--- config.mk ---
export PLATFORM = sky130hd
export DESIGN_NAME = tdr_div
export DESIGN_NICKNAME = d
export VERILOG_FILES = /design/src/tdr_pkg.sv /design/src/tdr_div.sv
export SDC_FILE = /design/constraint.sdc
export NUM_CORES = 1
export LEC_CHECK = 0
export BUFFER_PORTS_ARGS = -buffer_cell sky130_fd_sc_hd__buf_2
export CORE_UTILIZATION = 60
export DETAILED_ROUTE_END_ITERATION = 8
export PLACE_DENSITY = 0.91
export REMOVE_ABC_BUFFERS = 1
export SYNTH_ARGS = -nofsm -noshare
export SYNTH_HDL_FRONTEND = slang
export SYNTH_SLANG_ARGS = --single-unit
--- constraint.sdc ---
create_clock -name i_clk -period 8.4 [get_ports i_clk]
set_input_delay 0 -clock i_clk [delete_from_list [all_inputs] [get_ports i_clk]]
set_output_delay 0 -clock i_clk [all_outputs]
set_load 0.02 [all_outputs]
--- src/tdr_pkg.sv ---
package tdr_pkg;

    localparam int DEPTH_W = 24;
    localparam int CNT_W   = 17;
    localparam int ACC_W   = 64;
    localparam int DEN_W   = 35;
    localparam int QUO_W   = 24;
    localparam int COORD_W = 14;

    localparam logic signed [DEPTH_W-1:0] DEPTH_MIN = 24'sh800000;
    localparam logic [CNT_W-1:0]          CNT_MAX   = 17'h1FFFF;

    localparam logic [1:0] KIND_CLEAR = 2'd0;
    localparam logic [1:0] KIND_DRAW  = 2'd1;
    localparam logic [1:0] KIND_READ  = 2'd2;

    typedef logic signed [ACC_W-1:0]   t_acc;
    typedef logic signed [COORD_W-1:0] t_coord;

    typedef enum logic [3:0] {
        ST_SWEEP,
        ST_IDLE,
        ST_BOX,
        ST_SETUP,
        ST_SIGN,
        ST_PIX,
        ST_DIV,
        ST_READ,
        ST_RDATA,
        ST_DONE
    } t_state;

    typedef enum logic [2:0] {
        DST_D,
        DST_NU,
        DST_NV,
        DST_DNR,
        DST_DNC,
        DST_N
    } t_dst;

    typedef struct packed {
        logic busy;
        logic done;
    } t_div_sts;

endpackage

--- src/tdr_div.sv ---
module tdr_div import tdr_pkg::*; (
    input  logic              i_clk,
    input  logic              i_rst_n,
    input  logic              i_start,
    input  logic [ACC_W-1:0]  i_dividend,
    input  logic [DEN_W-1:0]  i_divisor,
    output t_div_sts          o_sts,
    output logic [QUO_W-1:0]  o_quot
);

    localparam int SC_W = $clog2(QUO_W + 1);

    logic [DEN_W-1:0] r_rem;
    logic [QUO_W-1:0] r_low;
    logic [DEN_W-1:0] r_den;
    logic [SC_W-1:0]  r_cnt;
    logic             r_busy;
    logic             r_done;

    logic [DEN_W+1:0] trial;
    logic             ge;

    always_comb begin
        trial = {1'b0, r_rem, r_low[QUO_W-1]} - {2'b00, r_den};
        ge    = !trial[DEN_W+1];
    end

    always_ff @(posedge i_clk) begin
        if (!i_rst_n) begin
            r_busy <= 1'b0;
            r_done <= 1'b0;
            r_cnt  <= '0;
        end else begin
            r_done <= 1'b0;
            if (i_start) begin
                // quotient fits QUO_W bits, so the top part is already below the divisor
                r_rem  <= i_dividend[DEN_W+QUO_W-1:QUO_W];
                r_low  <= i_dividend[QUO_W-1:0];
                r_den  <= i_divisor;
                r_cnt  <= SC_W'(QUO_W);
                r_busy <= 1'b1;
            end else if (r_busy) begin
                if (ge) begin
                    r_rem <= trial[DEN_W-1:0];
                end else begin
                    r_rem <= {r_rem[DEN_W-2:0], r_low[QUO_W-1]};
                end
                r_low <= {r_low[QUO_W-2:0], ge};
                r_cnt <= r_cnt - 1'b1;
                if (r_cnt == SC_W'(1)) begin
                    r_busy <= 1'b0;
                    r_done <= 1'b1;
                end
            end
        end
    end

    assign o_sts.busy = r_busy;
    assign o_sts.done = r_done;
    assign o_quot     = r_low;

endmodule

* Word-level counts from Yosys, hierarchy flattened
Cells that the tools add are included.
** Cells by class
- Reduce and logical (&&, ||, !) cells :: 6
- Muxes and demuxes :: 11
- Equality and inequality tests :: 1
- Add/sub/neg operators :: 2
- Bitwise logic cells :: 2
** Operator list (count)
- $mux 35 :: 3
- $mux 24 :: 2
- $sub 36x35->37 :: 1
- $mux 5 :: 2
- $eq 5x1->1 const B :: 1
- $sub 5x1->5 const B :: 1
- $mux 1 :: 4
- $reduce_and 2->1 :: 2
- $reduce_or 3->1 :: 1
- $not 1->1 :: 2
- $reduce_bool 2->1 :: 1
- $reduce_or 2->1 :: 1
- $logic_not 1->1 :: 1
** Storage, ports and cells
- Register bits after elaboration :: 101
- Output and inout bits :: 26
- Word-level logic and storage cells :: 29

* Logic depth before layout (Yosys ltp)
- Depth in word-level cells :: 4
- Gate-level depth with buffers :: 13

* Least setup slack after synthesis
Ideal clock, no wire load.
- Path kind :: reg-to-reg
- From :: register r_low[23] (netlist: o_quot[23])
- To :: register r_rem[27], data pin
- Path buffers :: 0
- Required time :: 8.145 ns
- Path slack :: 5.351 ns
- Stages on the path, launching flop included :: 12
- Arrival time :: 2.794 ns
- Clock period less this slack :: 3.049 ns
- Cell sequence :: edfxtp_1 > inv_1 > ha_1 > fa_1 > nor2b_1 > o2111ai_1 > a31o_2 > a21oi_2 > a21o_4 > a221oi_4 > or4b_1 > and3_1
** Between the ends
- Cells in the longest elaborated chain, start to end :: 4
** Ends and longest elaborated chain
- start, declared :: RTL line tdr_div.sv:14 : logic [QUO_W-1:0] r_low;
- start signal, assigned :: RTL line tdr_div.sv:38 : r_low <= i_dividend[QUO_W-1:0];
- start signal, assigned :: RTL line tdr_div.sv:48 : r_low <= {r_low[QUO_W-2:0], ge};
- $sub 36x35->37 :: RTL line tdr_div.sv:24 : trial = {1'b0, r_rem, r_low[QUO_W-1]} - {2'b00, r_den};
- $mux 35 :: RTL line tdr_div.sv:43 : if (ge) begin
- $mux 35 :: RTL line tdr_div.sv:42 : end else if (r_busy) begin
- $mux 35 :: RTL line tdr_div.sv:35 : if (i_start) begin
- end signal, assigned :: RTL line tdr_div.sv:37 : r_rem <= i_dividend[DEN_W+QUO_W-1:QUO_W];
- end signal, assigned :: RTL line tdr_div.sv:44 : r_rem <= trial[DEN_W-1:0];
- end signal, assigned :: RTL line tdr_div.sv:46 : r_rem <= {r_rem[DEN_W-2:0], r_low[QUO_W-1]};
- end, declared :: RTL line tdr_div.sv:13 : logic [DEN_W-1:0] r_rem;
No other way between the ends. The select of a mux whose other input is x is not followed.
A chain may end at the register's enable or synchronous reset.

* Final worst setup path
- From :: register r_low[23] (netlist: o_quot[23])
- To :: register r_rem[4], data pin
Same word-level chain as after synthesis.

==> results.cfg <==
[sta]
max_freq_ghz = 0.2667
fin_crit_sh_pct = 44.64
finalHoldViolations = 0
relSlewSlack_pct = 47.19
final.setup_skew_ns = 0.01542
finalWorstPathRequiredPeriod_ns = 3.750
slew_viol_final = 0
rsz0062_at_grt = false
setup_tns_ns = 0
worst_slack_ns = 4.650
worst_slew_pin_slew_ns = 0.7922
setup_viol = 0

[finish]
drive_gt1_share_pct = 24.41
fin_cells = 935
area_growth_pct = 29.03
nNetsFinal = 934

[setup_path]
end_kind = register
path_class = reg2reg
cp-start-kind = register
cp.arrival_ns = 3.89
worst_ep_required_time_ns = 8.54
cp_max_fo = 29

[die]
die_y_um = 104.1
pin_count = 128
die_x_um = 104.1
die_area_um2 = 10830
design.core.area_um2 = 9955
start_util_pct = 62.78
floorplan.rows = 36

[clock_tree]
cts_inserted_buffers = 9
cts.sinks = 101
clkLatencyLatePin_ns = 0.41
cts_tree = yes
clk_transition_reported_paths_ns = 0.10
root_buffer = clkbuf_8
cts_buffer_depth = 2
htree_levels = 3
postCtsResizedCells = 0

[place]
port_buffers = 122
gp_congestion = 0.9144
dp_hpwl_mm = 9.886
dp_cells = 822
place_ws_ns = 4.799

[routing]
drtIter0Drc = 342
avgRoutedWirePerCell_um = 18.71
drt-total-wl_mm = 17.50
routed_via_density = 5.936
vias = 5550
drc = 0
dr.pass1.iters = 5
drt.antenna.violating_nets = 0

[run]
maxCapViolCount = 0

[yosys]
synth_edf_count = 94
netlist_area_um2 = 6250
ys_seq_area_share_pct = 47.41
synth_cells = 586
synthArstFlopShare_pct = 0
synthFlopType = edfxtp_1
avgSynthCellArea_um2 = 10.67
synthDistinctLibCells = 56
synth-seq-cells = 101
synth_warnings = 0

[grt]
grt_pass1_vias = 5630
track_usage_pct = 33.13
grt_max_degree = 48
grt_pass1_wl_mm = 27.68
antenna_found_initial = 2
gr-total-overflow = 0

[pwr]
p_leak_nw = 3.459
sw_frac_of_total_pct = 33.56
ir_drop_uv = 148.1
power-per-cell-area_nw_per_um2 = 175.8
p_sw_mw = 0.4757
combPwrFrac_pct = 33.9
pwr-share-clk_pct = 21.8
seq_power_share_pct = 44.3
intPower_mw = 0.9419

[run_status]
status = completed

[min_path]
hold_class = in2reg
==> flip-flops by register name (all words and copies together), names as in the netlist <==
| name | count |
|---|---|
| r_busy | 1 |
| r_cnt | 5 |
| o_quot | 24 |
| r_done | 1 |
| r_rem | 35 |
| r_den | 35 |
==> worst max-delay path, cell delays in order, from the launching register on <==
cell and delay (ns):
edfxtp_1 0.45, inv_1 0.09, ha_1 0.19, fa_1 0.21, nor2b_1 0.09, o2111ai_1 0.23
a31o_2 0.24, a21oi_2 0.11, a21o_4 0.27, a221oi_4 0.68, buf_4 0.43, nor2_1 0.09
a211oi_1 0.32, a21oi_1 0.08
==> cells in the mapped netlist (2+ instances only) <==
master / n / area share [%]
o2111ai_1: 2 / 0.28
o211ai_1: 3 / 0.36
a31oi_1: 6 / 0.60
a21boi_0: 2 / 0.24
or2_2: 2 / 0.20
o21a_1: 7 / 0.84
nand4_1: 2 / 0.20
and3_1: 3 / 0.30
mux2_2: 40 / 7.2
nor3_1: 12 / 0.96
buf_4: 3 / 0.36
edfxtp_1: 94 / 45
nor3b_1: 2 / 0.24
xor2_1: 19 / 2.7
nor2b_1: 7 / 0.70
a31o_2: 2 / 0.28
a21o_1: 18 / 2.2
o21ai_0: 27 / 2.2
buf_6: 5 / 0.90
nor4b_1: 3 / 0.42
mux2i_1: 2 / 0.32
nand3_1: 11 / 0.88
buf_2: 2 / 0.16
clkbuf_1: 11 / 0.66
a21oi_1: 52 / 4.2
inv_1: 57 / 3.4
a211oi_1: 17 / 2.0
and2_1: 4 / 0.40
xnor2_1: 13 / 1.8
nor2_1: 36 / 2.2
buf_1: 3 / 0.18
o21ai_1: 8 / 0.64
nand2b_1: 9 / 0.90
ha_1: 37 / 7.4
nand2_1: 37 / 2.2
o21bai_1: 2 / 0.24
dfxtp_1: 7 / 2.2
==> through the flow <==
step                      hold slack (ns)  utilization (%)  power [mW]  instance area, um2
after floorplan                   0.09887                -      0.9452                6108
after global placement             0.1774            69.56       1.036                6924
after detailed placement           0.1781            69.56       1.058                6924
after CTS                         0.06874            80.93       1.396                8056
after global routing               0.1302            80.98       1.482                8061
final                             0.07085            81.01       1.418                8064
==> timing repair <==
item | in CTS | in global routing
hold buffers | 94 | 0
endpoints found under the hold margin | 100 | 0
setup buffers | 0 | 0
setup endpoints to repair | 0 | 0
==> area by class of cell <==
type                       instances  area, um2
antenna                            3      7.507
clock buffer                      10      137.6
clock inverter                     6      53.80
fill                             550       1891
inverter                          57      214.0
multi-input combinational        404       2933
sequential                       101       2963
tap                              133      166.4
timing repair buffer             221       1589
==> cell families after synthesis <==
group / after synthesis / synth area share (%)
AO/OA/AOI/OAI: 159 / 16.54
XOR/XNOR: 32 / 4.485
adder cells (fa/ha/maj): 38 / 7.728
buffers and inverters: 81 / 5.686
flip-flops: 101 / 47.41
multiplexers: 43 / 7.768
AND/OR/NAND/NOR: 132 / 10.39
==> path summary, 6_finish.rpt <==
path,startpoint,endpoint,slack (ns),cells after the start
hold / removal,i_dividend[51],r_rem[27],0.07,4
setup reg to reg,o_quot[23],r_rem[4],4.65,13
setup / recovery,o_quot[23],r_rem[4],4.65,13
hold reg to reg,r_cnt[1],r_cnt[1],0.56,2
==> power groups by stage <==
| stage | Clock, mW | Sequential (mW) | Combinational, mW |
|---|---|---|---|
| 6_report | 0.309 | 0.628 | 0.481 |
| 5_1_grt | 0.328 | 0.632 | 0.522 |
| 4_1_cts | 0.311 | 0.626 | 0.458 |
| 3_5_place_dp | 0 | 0.637 | 0.421 |
| 3_3_place_gp | 0 | 0.634 | 0.402 |
| 2_1_floorplan | 0 | 0.642 | 0.303 |
==> routing by layer <==
| metal | vias to the layer above | track usage [%] | wire length, um |
|---|---|---|---|
| li1 | 2552 | - | - |
| met1 | 2588 | 37.85 | 6288 |
| met2 | 340 | 56.71 | 8884 |
| met3 | 70 | 8.271 | 1521 |
| met4 | 0 | 18.57 | 801 |
| met5 | - | 0 | 0 |
==> placed cells by master, fill, tap and decap left out, types with 3 or more instances in the layout <==
| cell type | n |
|---|---|
| edfxtp_1 | 94 |
| mux2_2 | 40 |
| nor4b_1 | 3 |
| a21oi_1 | 52 |
| nor3_1 | 12 |
| clkbuf_8 | 10 |
| and2_1 | 4 |
| a21o_1 | 18 |
| a31oi_1 | 6 |
| xor2_1 | 19 |
| dlygate4sd3_1 | 94 |
| inv_1 | 57 |
| o21ai_1 | 8 |
| a211oi_1 | 17 |
| nor2_1 | 36 |
| o21a_1 | 6 |
| nand2b_1 | 9 |
| xnor2_1 | 13 |
| nand2_1 | 37 |
| o211ai_1 | 3 |
| o21ai_0 | 27 |
| dfxtp_1 | 7 |
| ha_1 | 37 |
| nand3_1 | 11 |
| buf_2 | 122 |
| nor2b_1 | 7 |
| and3_1 | 3 |
| diode_2 | 3 |
| buf_4 | 5 |
No activity file was read; power rests on OpenSTA's default activity.
